`config.mk`:
```
export PLATFORM = sky130hd
export DESIGN_NAME = fmc_ratio_bank
export DESIGN_NICKNAME = d
export VERILOG_FILES = /design/src/hw/rtl/fmc_pkg.sv /design/src/hw/rtl/fmc_ratio_bank.sv
export SDC_FILE = /design/constraint.sdc
export NUM_CORES = 1
export LEC_CHECK = 0
export CAP_MARGIN = 20
export CORE_ASPECT_RATIO = 0.9
export CORE_MARGIN = 1.5
export CORE_UTILIZATION = 40
export CTS_CLUSTER_DIAMETER = 80
export DETAILED_ROUTE_END_ITERATION = 16
export DONT_BUFFER_PORTS = 1
export SETUP_SLACK_MARGIN = 0.05
export SLEW_MARGIN = 40
export SYNTH_ARGS = -nofsm -noshare
export SYNTH_HDL_FRONTEND = slang
export SYNTH_SLANG_ARGS = --single-unit
```
`constraint.sdc`:
```
create_clock -name clk -period 10.6 [get_ports clk]
set_input_delay 2.12 -clock clk [delete_from_list [all_inputs] [get_ports clk]]
set_output_delay 2.12 -clock clk [all_outputs]
set_load 0.005 [all_outputs]
```
`src/hw/rtl/fmc_pkg.sv`:
```
`timescale 1ns / 1ps
// ----------------------------------------------------------------------------
// fmc_pkg
// Shared widths, codes, types and ratio step table of the file migration
// classifier.
// ----------------------------------------------------------------------------
package fmc_pkg;

    // Field widths of one input word and one result word
    localparam int MODE_W    = 2;
    localparam int FILE_ID_W = 48;
    localparam int CHUNK_W   = 24;
    localparam int SIZE_W    = 40;
    localparam int VERDICT_W = 2;
    localparam int SLOT_W    = 10;
    localparam int LEVEL_W   = 4;
    localparam int COUNT_W   = 32;

    // Table depth default for the top level
    localparam int TABLE_DEPTH_DEF = 1024;

    // Configuration port
    localparam int CFG_INDEX_W = 2;
    localparam int CFG_DATA_W  = 40;
    localparam int THR_W       = 17;

    localparam logic [CFG_INDEX_W-1:0] CFG_MIGRATION_ENABLE = 2'd0;
    localparam logic [CFG_INDEX_W-1:0] CFG_BIG_FILE_BYTES   = 2'd1;
    localparam logic [CFG_INDEX_W-1:0] CFG_THRESHOLD_Q16    = 2'd2;

    localparam logic [THR_W-1:0] THRESHOLD_RESET = 17'd52429;

    // Operation codes
    localparam logic [MODE_W-1:0] MODE_CLEAR  = 2'd0;
    localparam logic [MODE_W-1:0] MODE_APPEND = 2'd1;
    localparam logic [MODE_W-1:0] MODE_QUERY  = 2'd2;

    // Verdict codes
    localparam logic [VERDICT_W-1:0] VERDICT_NONE    = 2'd0;
    localparam logic [VERDICT_W-1:0] VERDICT_BELOW   = 2'd1;
    localparam logic [VERDICT_W-1:0] VERDICT_FULL    = 2'd2;
    localparam logic [VERDICT_W-1:0] VERDICT_MIGRATE = 2'd3;

    // Ratio steps 0.60 .. 0.95 in percent
    localparam int RATIO_BINS = 8;
    localparam int BIN_W      = 3;
    localparam int PCT_W      = 7;
    localparam int PCT_SCALE  = 100;
    // shared * 100 and pct * total both fit here
    localparam int PCT_PROD_W = CHUNK_W + PCT_W;

    localparam logic [PCT_W-1:0] STEP_PCT [RATIO_BINS] =
        '{7'd60, 7'd65, 7'd70, 7'd75, 7'd80, 7'd85, 7'd90, 7'd95};

    typedef logic [RATIO_BINS-1:0][COUNT_W-1:0] count_vec_t;

    // Start of a ratio step walk
    typedef struct packed {
        logic               start;
        logic [CHUNK_W-1:0] shared;
        logic [CHUNK_W-1:0] total;
    } ratio_cmd_t;

    // End of a ratio step walk
    typedef struct packed {
        logic               done;
        logic [LEVEL_W-1:0] level;
    } ratio_stat_t;

endpackage

```
`src/hw/rtl/fmc_ratio_bank.sv`:
```
`timescale 1ns / 1ps
// ----------------------------------------------------------------------------
// fmc_ratio_bank
// Ratio step counters. Walks the steps 0.60 .. 0.95 one per cycle, raises
// the counter of each step met and stops at the first step missed.
// ----------------------------------------------------------------------------
module fmc_ratio_bank (
    input  logic                clk,
    input  logic                rst_n,
    input  fmc_pkg::ratio_cmd_t cmd,
    output fmc_pkg::ratio_stat_t stat,
    output fmc_pkg::count_vec_t counts
);
    import fmc_pkg::*;

    logic                  busy_reg;
    logic                  done_reg;
    logic [BIN_W-1:0]      bin_reg;
    logic [LEVEL_W-1:0]    level_reg;
    logic [PCT_PROD_W-1:0] shared_x100_reg;
    logic [CHUNK_W-1:0]    total_reg;
    count_vec_t            cnt_reg;

    logic [PCT_PROD_W-1:0] step_rhs;
    logic                  step_met;

    // Compare shared*100 against pct*total for the current step
    assign step_rhs = PCT_PROD_W'(STEP_PCT[bin_reg]) * PCT_PROD_W'(total_reg);
    assign step_met = (shared_x100_reg >= step_rhs);

    // Control and counters
    always_ff @(posedge clk or negedge rst_n)
    begin
        if (!rst_n)
        begin
            busy_reg  <= 1'b0;
            done_reg  <= 1'b0;
            bin_reg   <= '0;
            level_reg <= '0;
            cnt_reg   <= '0;
        end
        else
        begin
            done_reg <= 1'b0;
            if (cmd.start)
            begin
                busy_reg  <= 1'b1;
                bin_reg   <= '0;
                level_reg <= '0;
            end
            else if (busy_reg)
            begin
                if (step_met)
                begin
                    cnt_reg[bin_reg] <= cnt_reg[bin_reg] + COUNT_W'(1);
                    level_reg        <= level_reg + LEVEL_W'(1);
                    if (bin_reg == BIN_W'(RATIO_BINS - 1))
                    begin
                        busy_reg <= 1'b0;
                        done_reg <= 1'b1;
                    end
                    else
                    begin
                        bin_reg <= bin_reg + BIN_W'(1);
                    end
                end
                else
                begin
                    busy_reg <= 1'b0;
                    done_reg <= 1'b1;
                end
            end
        end
    end

    // Capture operands at start
    always_ff @(posedge clk)
    begin
        if (cmd.start)
        begin
            shared_x100_reg <= PCT_PROD_W'(cmd.shared) * PCT_PROD_W'(PCT_SCALE);
            total_reg       <= cmd.total;
        end
    end

    assign stat.done  = done_reg;
    assign stat.level = level_reg;
    assign counts     = cnt_reg;

endmodule

```
; Word-level counts from Yosys, hierarchy flattened
; Memories as Yosys holds them, arrays and structs flattened.
; Index checks and enable logic that the tools add are counted.
[totals]
memories = 1
out_inout_bits = 261
wordCells = 56
in_bits = 51
rom_bits = 56
reg_bits = 318
[classes]
n_mul = 2
eq_ne = 2
mux = 22
bitwise = 2
n_reduce_logical = 6
n_lt_le_gt_ge = 4
addsub = 3
[memory_table]
columns = name, depth, word_bits, rd, rd_clocked_by_memory_dff, wr, line
row1 = (name not given), 8, 7, 1, 0, 0, fmc_ratio_bank.sv:28  ; assign step_rhs = PCT_PROD_W'(STEP_PCT[bin_reg]) * PCT_PROD_W'(total_reg);
[op_table]
columns = cell, n
row1 = 256-bit bitwise mux, 1
row2 = 32-bit binary-select mux with 3-bit select, 1
row3 = 32-bit demux with 3-bit select, 1
row4 = 32-bit two-way mux, 2
row5 = 32-bit by 1-bit adder with 32-bit output (second input constant), 1
row6 = 31-bit greater-or-equal comparator, 1
row7 = 7-bit by 24-bit multiplier with 31-bit output, 1
row8 = 24-bit by 5-bit multiplier with 29-bit output (second input constant), 1
row9 = 7-bit two-way mux, 2
row10 = 3-bit two-way mux, 4
row11 = 4-bit two-way mux, 3
row12 = 1-bit two-way mux, 8
row13 = 3-bit AND reduction, 2
row14 = 4-bit by 1-bit adder with 4-bit output (second input constant), 1
row15 = 4-bit greater-or-equal comparator (second input constant), 1
row16 = 3-bit by 4-bit < comparator with 1-bit output (second input constant), 1
row17 = 3-bit NOT with 4-bit output, 1
row18 = 2-bit nonzero test, 2
row19 = 3-bit by 1-bit adder with 3-bit output (second input constant), 1
row20 = 3-bit equality test (second input constant), 1
row21 = 3-bit by 1-bit greater-or-equal comparator with 1-bit output (second input constant), 1
row22 = 2-bit inequality test (second input constant), 1
row23 = 2-bit AND reduction, 1
row24 = 1-bit logical AND, 1
row25 = 1-bit NOT, 1

; Longest topological paths before layout
; Gate-level depths: netlist of run 1.
[depth]
ltp_word = 9
depth_mapped = 38
ltp_nobuf = 30

; Worst setup path after synthesis of run 1
; Ideal clock, no wire load.
[synth_path]
path_kind = reg2reg
from = register bin_reg[2]
to = register cnt_reg (netlist bit counts[18])
setup_slack_ns = 1.941
t_arrival_ns = 8.531
required_ns = 10.472
setup_ns = 0.128
synth_period_minus_slack_ns = 8.659
stages_incl_launch_ff = 36
cell_sequence = dfrtp_1 buf_2 buf_6 buf_4 buf_2 buf_2 buf_1 xnor2_1 clkbuf_1 and2_1 fa_1 inv_1 fa_1 inv_1 fa_1 inv_1 fa_1 inv_1 ha_1 o21a_1 o31a_1 o41ai_1 a21oi_1 nor4_1 o31ai_1 o311a_1 ha_1 a21o_1 a21o_1 a21oi_1 nand2_1 o211ai_1 buf_2 nor4b_4 buf_2 mux2_1
[synth_via]
elab_chain_len = 7
[synth_rtl]
columns = element, line
row1 = start: declaration, fmc_ratio_bank.sv:18  ; logic [BIN_W-1:0] bin_reg;
row2 = start signal: assignment, fmc_ratio_bank.sv:64  ; bin_reg <= bin_reg + BIN_W'(1);
row3 = 3-bit NOT with 4-bit output (implied by the code), fmc_ratio_bank.sv:28
row4 = memory 8 x 7 bit, --
row5 = 7-bit two-way mux (implied by the code) (2 in a row), fmc_ratio_bank.sv:28
row6 = 7-bit by 24-bit multiplier with 31-bit output, fmc_ratio_bank.sv:28
row7 = 31-bit greater-or-equal comparator, fmc_ratio_bank.sv:29  ; assign step_met = (shared_x100_reg >= step_rhs);
row8 = 3-bit AND reduction (no source line), --
row9 = end signal: indexed assignment, fmc_ratio_bank.sv:55  ; cnt_reg[bin_reg] <= cnt_reg[bin_reg] + COUNT_W'(1);
row10 = end: declaration, fmc_ratio_bank.sv:22  ; count_vec_t cnt_reg;
; Several ways; a longest one is shown, not always the timed one. The select of a mux whose other input is x is not followed.
; A chain may end at the register's enable or synchronous reset.

; Final worst setup path of run 1
[layout_path]
from = register bin_reg[0]
to = register cnt_reg (netlist bit counts[245])
; The elaborated chain is that of the path after synthesis.

==> results of run 1 <==
-- cells in the final DEF (no fill, tap or decap), types with 11 or more instances in the layout --
master	Yosys	routed
mux2i_1	33	33
o21ai_0	33	33
nand4_1	17	17
clkbuf_16	0	39
xnor2_1	39	39
a21o_1	29	29
a221oi_1	13	13
edfxtp_1	53	53
nand2_1	89	89
nor2_1	47	46
inv_1	170	169
buf_4	6	23
nand3_1	19	19
a21oi_1	71	71
and3_1	11	11
mux4_2	32	32
fa_1	128	128
mux2_2	263	263
nor3_1	12	11
nor2b_1	28	26
xor2_1	31	31
nand2b_1	14	14
ha_1	160	160
and2_1	108	108
dfrtp_1	265	262
-- area by class of cell --
cell class	count	area, µm²
Fill cell	5216	31100
Multi-Input combinational cell	1331	13400
Sequential cell	318	8230
Clock buffer	53	1070
Tap cell	756	946
Inverter	171	642
Timing Repair Buffer	24	193
Clock inverter	11	124
Antenna cell	6	15.0
-- critical path, delay by kind of cell (launching register included) --
family	cells	cell delay, ps
buffers and inverters	6	1320
adder cells (fa/ha/maj)	7	2990
multiplexers	1	410
flip-flops	1	690
XOR/XNOR	1	130
AND/OR/NAND/NOR	7	1620
AO/OA/AOI/OAI	8	1930
-- kinds of logic after synthesis --
group	count (synthesis)	share of synthesized area, %
AND/OR/NAND/NOR	396	9.86
XOR/XNOR	79	3.36
adder cells (fa/ha/maj)	288	20.2
multiplexers	341	18.7
AO/OA/AOI/OAI	227	6.72
buffers and inverters	247	4.74
flip-flops	318	36.4
-- worst paths after layout --
kind                        startpoint  cells past startpoint     endpoint  slack, ps
setup / recovery            bin_reg[0]                     30  counts[245]       1330
hold / removal             counts[129]                      1  counts[129]        540
setup reg to reg            bin_reg[0]                     30  counts[245]       1330
hold reg to reg            counts[129]                      1  counts[129]        540
max in group asynchronous        rst_n                      0  counts[196]       8700
min in group asynchronous        rst_n                      0   counts[77]       1290
-- metal layers --
metal / wire length (µm) / vias up
li1: - / 6666
met1: 25700 / 7629
met2: 27400 / 436
met3: 5930 / 92
met4: 1270 / 4
met5: 27 / -
-- stage by stage --
step | worst slack, ps | utilization (%) | cell area, µm² | instances | hold slack (ps)
final | 1330 | 44.1 | 24600 | 2670 | 542
after global routing | 650 | 44.1 | 24600 | 2666 | 565
after CTS | 1270 | 44.1 | 24600 | 2664 | 546
after detailed placement | 1320 | 41.9 | 23400 | 2600 | 533
after global placement | 1450 | 41.9 | 23400 | 2600 | 526
after floorplan | 1940 | - | 22600 | 1896 | 492
==> flow_metrics.env, run 1 <==
export IMPL_worstSetupEndpointType="register"
export IMPL_finalHoldViolCount=0
export IMPL_yosys_area_top_type="dfrtp_1"
export IMPL_synth_top_area_share_pct=29.4
export IMPL_synth_area_per_cell_um2=11.9
export IMPL_synth_most_common_cell="dfrtp_1"
export IMPL_synthTopCellsByCount="265 x dfrtp_1, 263 x mux2_2, 170 x inv_1"
export IMPL_finalCriticalPeriod_ps=9270
export IMPL_slowest_stage="dfrtp_4"
export IMPL_rows=82
export IMPL_area_delta_synth_final_pct=8.83
export IMPL_initial_utilization_pct=40.5
export IMPL_synth_area_um2=22600
export IMPL_dieWidth_um=253
export IMPL_grt_overflow_total=0
export IMPL_cts_tree="done"
export IMPL_clkSlewWorstSetupHoldPaths_ps=60
export IMPL_io_pins=312
export IMPL_path_class="reg -> reg"
export IMPL_setup_viol=0
export IMPL_rsz0062_at_grt="false"
export IMPL_period_share_pct=87.4
export IMPL_grt_first_pass_wirelength_um=94600
export IMPL_ys_seq_area_share_pct=36.4
export IMPL_die_area_um2=57900
export IMPL_post_cts_buffers=0
export IMPL_grt_busiest_layer="met2"
export IMPL_path_max_fanout=39
export IMPL_drv_slew=0
export IMPL_grt_pass1_vias=15500
export IMPL_drtPass1Iterations=5
export IMPL_met3_usage_pct=8.28
export IMPL_cts_repair_resized=0
export IMPL_cp_arrival_ps=9690
export IMPL_drv_cap=0
export IMPL_crit_path_max_incr_delay_ps=690
export IMPL_clock_path_buffers=3
export IMPL_largest_reg_flops=256
export IMPL_ys_async_sr_fraction_pct=83.3
export IMPL_wire_per_inst_um=22.6
export IMPL_grtUsageMet2_pct=32.7
export IMPL_fin_nets=2222
export IMPL_synth_distinct_cells=81
export IMPL_slew_headroom_pct=46.6
export IMPL_tightest_slew_ps=795
export IMPL_synth_area_top_cells="dfrtp_1 29%, mux2_2 13%, fa_1 11%"
export IMPL_antenna_found_initial=9
export IMPL_hold_class="reg -> reg"
export IMPL_path_common_cell="fa_1"
export IMPL_met1_usage_pct=27.6
export IMPL_gp_congestion=0.869
export IMPL_synth_edff_count=53
export IMPL_critPathLaunchType="register"
export IMPL_synth_main_ff_cell="dfrtp_1"
export IMPL_insertion_delay_ps=560
export IMPL_max_freq_mhz=108
export IMPL_hpwlAfterDp_um=43500
export IMPL_cts_sinks=318
export IMPL_finClkSkew_ps=27.4
export IMPL_core_area_um2=55700
export IMPL_postRouteAntennaNets=0
export IMPL_status="finished clean"
export IMPL_drc_errors=0
export IMPL_worstPathRequired_ps=11020
export IMPL_drive_above_1_share_pct=21.8
export IMPL_syn_nets=2235
export IMPL_num_vias=14800
export IMPL_htree_levels=2
export IMPL_portBuffers=0
export IMPL_syn_instance_count=1896
export IMPL_wl_um=60300
export IMPL_fp_dieH_um=228
export IMPL_grt_max_degree=266
export IMPL_grt_total_usage_pct=21.1
export IMPL_setup_tns_ps=0
export IMPL_via_per_inst=5.55
export IMPL_drt_initial_drc_count=833
export IMPL_cts_root_buf="clkbuf_16"
export IMPL_ys_ff_latch=318
export IMPL_postCtsHoldBufs=0
export IMPL_cts_made_buffers=37
export IMPL_yosysWarnings=0
Power of run 1 is left out: the tool's default activity adds up to more than one toggle a clock period on the data nets, which glitch-free logic cannot reach.
==> inputs of run 2 (changes only) <==
- ABC_AREA: default -> 1
==> run 2 against run 1 <==
Non-clock buffer count is 1 higher. Routed wire length grew 30%. Via count increased by 38%. Register-to-register slack better by 60 ps. Synthesized area is 6.9% higher. Fmax up 0.66%. Setup slack better by 60 ps. Clock-buffer cell count decreased by 1. First-iteration DRC count grew 100%. Critical path type unchanged.
==> flow_metrics.env, run 2 <==
export IMPL_grt_first_pass_wirelength_um=121000
export IMPL_worstSetupEndpointType="register"
export IMPL_grt_pass1_vias=19500
export IMPL_drtPass1Iterations=5
export IMPL_final_cell_mix="977 x nand2_1, 503 x inv_1, 281 x nand3_1"
export IMPL_synth_edff_count=53
export IMPL_num_vias=20500
export IMPL_grt_total_usage_pct=25.5
export IMPL_status="finished clean"
export IMPL_crit_path_max_incr_delay_ps=880
export IMPL_regToRegSetupSlack_ps=1390
export IMPL_hold_depth=2
export IMPL_reg2regPathDepth=34
export IMPL_portBuffers=0
export IMPL_gp_congestion=0.912
export IMPL_syn_instance_count=3179
export IMPL_core_area_um2=59800
export IMPL_die_area_um2=61800
export IMPL_post_cts_buffers=0
export IMPL_fin_nets=3477
export IMPL_path_common_cell="nand2_1"
export IMPL_path_class="reg -> reg"
export IMPL_reg2reg_to="counts[252]"
export IMPL_drv_cap=0
export IMPL_fp_dieH_um=236
export IMPL_drv_slew=0
export IMPL_slew_headroom_pct=39.6
export IMPL_largest_reg_flops=256
export IMPL_finalHoldViolCount=0
export IMPL_via_per_inst=5.18
export IMPL_cts_made_buffers=39
export IMPL_cts_sinks=318
export IMPL_ys_async_sr_fraction_pct=83.3
export IMPL_synth_area_um2=24100
export IMPL_syn_nets=3518
export IMPL_synth_area_per_cell_um2=7.59
export IMPL_yosys_area_top_type="dfrtp_1"
export IMPL_cts_root_buf="clkbuf_16"
export IMPL_rows=85
export IMPL_synth_top_area_share_pct=27.5
export IMPL_drive_above_1_share_pct=5.87
export IMPL_ys_ff_latch=318
export IMPL_antenna_found_initial=2
export IMPL_postCtsHoldBufs=0
export IMPL_path_max_fanout=46
export IMPL_reg2reg_from="bin_reg[1]"
export IMPL_cp_arrival_ps=9660
export IMPL_synth_most_common_cell="nand2_1"
export IMPL_finClkSkew_ps=40.4
export IMPL_wl_um=78300
export IMPL_grt_overflow_total=0
export IMPL_rsz0062_at_grt="false"
export IMPL_initial_utilization_pct=40.4
export IMPL_ys_seq_area_share_pct=34.1
export IMPL_io_pins=312
export IMPL_worstPathRequired_ps=11060
export IMPL_synthTopCellsByCount="977 x nand2_1, 505 x inv_1, 281 x nand3_1"
export IMPL_area_delta_synth_final_pct=8.68
export IMPL_cts_repair_resized=0
export IMPL_critPathLaunchType="register"
export IMPL_period_share_pct=86.9
export IMPL_utilization_pct=43.9
export IMPL_setup_tns_ps=0
export IMPL_grt_max_degree=266
export IMPL_whs_endpoint="counts[119]"
export IMPL_clkSlewWorstSetupHoldPaths_ps=60
export IMPL_dieWidth_um=262
export IMPL_crit_buf_inv=10
export IMPL_wire_per_inst_um=19.8
export IMPL_crit_start="bin_reg[1]"
export IMPL_synth_main_ff_cell="dfrtp_1"
export IMPL_setup_viol=0
export IMPL_synth_area_top_cells="dfrtp_1 27%, nand2_1 15%, fa_1 11%"
export IMPL_synth_distinct_cells=50
export IMPL_min_from="counts[119]"
export IMPL_hpwlAfterDp_um=56300
export IMPL_crit_family="adder cells"
export IMPL_cts_tree="done"
export IMPL_tightest_slew_ps=904
export IMPL_postRouteAntennaNets=0
export IMPL_htree_levels=2
export IMPL_drt_initial_drc_count=1665
export IMPL_layout_commonest_cell="nand2_1"
export IMPL_yosysWarnings=0
export IMPL_insertion_delay_ps=600
export IMPL_drc_errors=0
export IMPL_max_freq_mhz=109
export IMPL_slowest_stage="clkinv_1"
export IMPL_hold_class="reg -> reg"
export IMPL_finalCriticalPeriod_ps=9210
export IMPL_clock_path_buffers=3
## run 2: cell types whose count changed after synthesis, moves of 28 or more
cell	delta
nand3_1	+262
nor2b_1	-28
clkbuf_1	+30
and2_1	-107
mux4_2	-32
mux2_2	-263
inv_1	+335
o21ai_0	+120
mux2i_1	-33
nor2_1	+193
nand2_1	+888
## run 2: worst max path at each step
stage | to | slack [ps] | depth (start not counted)
6_report | counts[252] | 1390 | 34
5_1_grt | counts[251] | 790 | 34
4_1_cts | counts[248] | 1390 | 34
3_5_place_dp | counts[250] | 1410 | 34
3_3_place_gp | counts[245] | 1590 | 31
2_1_floorplan | counts[222] | 3110 | 39
## run 2: cell families after synthesis
kind of cell	synth area share, %
flops	34.1
fa+ha+maj	18.9
xor+xnor	2.60
buf+inv	10.2
compound gates	6.32
simple gates	27.9
## run 2: metal layers
metal  track usage [%]  routed length (µm)  vias up
li1                  -                   -     9819
met1              35.2               33800     9784
met2              39.0               35100      769
met3              7.30                7380      114
met4              6.70                2060        2
met5                 0                  13        -
## run 2: through the flow
step	worst slack [ps]	area (µm²)	hold slack, ps	std cells
finish	1390	26200	530	3953
global route	793	26200	552	3952
CTS	1390	26200	532	3952
detailed placement	1410	24900	516	3880
global placement	1590	24800	518	3879
floorplan	3110	24100	489	3179
## run 2: tightest hold or removal path, cell delays in order, from the launching register on
cell and delay [ps]:
dfrtp_1 380, nand2_1 60, nand2_1 60
## run 2: final cells by class
cell class | count | area (µm²)
flip-flops and latches | 318 | 8230
clock buffers | 52 | 1130
multi-input cells | 2237 | 13500
repair buffers | 25 | 211
well taps | 783 | 980
diodes | 1 | 2.50
inverters | 517 | 1950
clock inverters | 20 | 231
fillers | 6056 | 33500
Power of run 2 is left out for the same reason.
==> inputs of run 3 (changes only) <==
--- a/config.mk
+++ b/config.mk
@@ -9,3 +9,2 @@
 export CAP_MARGIN = 20
-export CORE_ASPECT_RATIO = 0.9
 export CORE_MARGIN = 1.5
==> constraint.sdc (replaced) <==
create_clock -name clk -period 11.15 [get_ports clk]
set_input_delay 1.6725 -clock clk [delete_from_list [all_inputs] [get_ports clk]]
set_output_delay 1.6725 -clock clk [all_outputs]
set_load 0.005 [all_outputs]
==> run 3 against run 2 <==
Clock-buffer cell count down 1. Critical path depth fell by 1. Global-route usage decreased by 0.22 points. Non-clock buffer count decreased by 6. Final cell count is 0.53% lower. First-iteration DRC count shrank 13%. Hold slack improved by 0.64 ps. Via count is 0.14% lower. Routed wire length decreased by 0.32%. Clock skew fell by 11 ps. Sequential share of layout area increased by 0.27 points. Critical path type unchanged. Largest cell class unchanged. Cell area fell by 0.84%.
==> flow_metrics.env, run 3 (synthesis gave the netlist of run 2 again) <==
export IMPL_layout_commonest_cell="nand2_1"
export IMPL_tightest_slew_ps=909
export IMPL_area_delta_synth_final_pct=7.76
export IMPL_htree_levels=2
export IMPL_drc_errors=0
export IMPL_initial_utilization_pct=40.7
export IMPL_cts_root_buf="clkbuf_16"
export IMPL_fp_dieH_um=249
export IMPL_num_vias=20500
export IMPL_slowest_stage="clkinv_1"
export IMPL_wl_um=78100
export IMPL_hold_depth=2
export IMPL_hpwlAfterDp_um=55200
export IMPL_critPathLaunchType="register"
export IMPL_antenna_found_initial=3
export IMPL_slew_headroom_pct=39.3
export IMPL_postCtsHoldBufs=0
export IMPL_grt_pass1_vias=19800
export IMPL_rsz0062_at_grt="false"
export IMPL_post_cts_buffers=0
export IMPL_reg2reg_to="counts[219]"
export IMPL_grt_max_degree=266
export IMPL_die_area_um2=61800
export IMPL_gp_congestion=0.905
export IMPL_cp_arrival_ps=10720
export IMPL_crit_path_max_incr_delay_ps=920
export IMPL_period_share_pct=92.2
export IMPL_min_from="counts[153]"
export IMPL_cts_repair_resized=0
export IMPL_status="finished clean"
export IMPL_finClkSkew_ps=29.6
export IMPL_cts_tree="done"
export IMPL_clkSlewWorstSetupHoldPaths_ps=60
export IMPL_drtPass1Iterations=6
export IMPL_grt_total_usage_pct=25.3
export IMPL_final_cell_mix="976 x nand2_1, 502 x inv_1, 281 x nand3_1"
export IMPL_cts_made_buffers=38
export IMPL_insertion_delay_ps=570
export IMPL_drive_above_1_share_pct=5.32
export IMPL_path_class="reg -> reg"
export IMPL_setup_viol=0
export IMPL_postRouteAntennaNets=0
export IMPL_finalHoldViolCount=0
export IMPL_core_area_um2=59400
export IMPL_drt_initial_drc_count=1449
export IMPL_finalCriticalPeriod_ps=10280
export IMPL_fin_nets=3470
export IMPL_hold_class="reg -> reg"
export IMPL_regToRegSetupSlack_ps=870
export IMPL_worstSetupEndpointType="register"
export IMPL_rows=89
export IMPL_whs_endpoint="counts[153]"
export IMPL_grt_first_pass_wirelength_um=121000
export IMPL_setup_tns_ps=0
export IMPL_drv_slew=0
export IMPL_io_pins=312
export IMPL_path_common_cell="nand2_1"
export IMPL_clock_path_buffers=3
export IMPL_grt_overflow_total=0
export IMPL_portBuffers=0
export IMPL_dieWidth_um=249
export IMPL_via_per_inst=5.20
export IMPL_max_freq_mhz=97.3
export IMPL_drv_cap=0
export IMPL_reg2reg_from="bin_reg[0]"
export IMPL_path_max_fanout=70
export IMPL_largest_reg_flops=256
export IMPL_reg2regPathDepth=33
export IMPL_cts_sinks=318
export IMPL_worstPathRequired_ps=11590
export IMPL_wire_per_inst_um=19.9
run 3: worst max-delay path, delay by kind of cell (launching register included):
family / cells / cell delay (ps)
DFF: 1 / 630
adders and majority gates: 7 / 2970
buffers and inverters: 9 / 3310
AOI/OAI and AO/OA: 5 / 1100
xor gates and xnor gates: 1 / 160
and+or+nand+nor: 11 / 1920
run 3: layout make-up:
| class | count | area (µm²) |
|---|---|---|
| diodes | 1 | 2.50 |
| clock buffers | 51 | 1020 |
| clock inverters | 16 | 190 |
| fillers | 5981 | 33300 |
| inverters | 517 | 1950 |
| multi-input cells | 2237 | 13500 |
| flip-flops and latches | 318 | 8230 |
| well taps | 773 | 967 |
| repair buffers | 19 | 143 |
run 3: worst max-delay path by stage:
stage / startpoint / to / slack [ps] / cells after the start
floorplan: bin_reg[0] / counts[222] / 3660 / 39
global placement: bin_reg[0] / counts[217] / 1280 / 33
detailed placement: bin_reg[0] / counts[208] / 1020 / 33
CTS: bin_reg[0] / counts[217] / 1000 / 33
global route: bin_reg[0] / counts[221] / 150 / 33
finish: bin_reg[0] / counts[219] / 870 / 33
run 3: metal layers:
layer	GRT usage, %	up-vias	share of wire (%)
li1	-	9788	-
met1	31.6	9794	40
met2	41.5	739	47
met3	7.97	134	9.9
met4	7.98	4	3.0
met5	0	-	0.054
run 3: metrics by stage:
step	instances	hold slack (ps)	setup WS (ps)	area [µm²]	util, %
floorplan	3179	489	3660	24100	-
global placement	3864	523	1280	24800	41.8
detailed placement	3864	520	1020	24800	41.8
CTS	3931	535	995	26000	43.8
global route	3931	556	145	26000	43.8
finish	3932	531	869	26000	43.8
Power of run 3 is left out for the same reason.
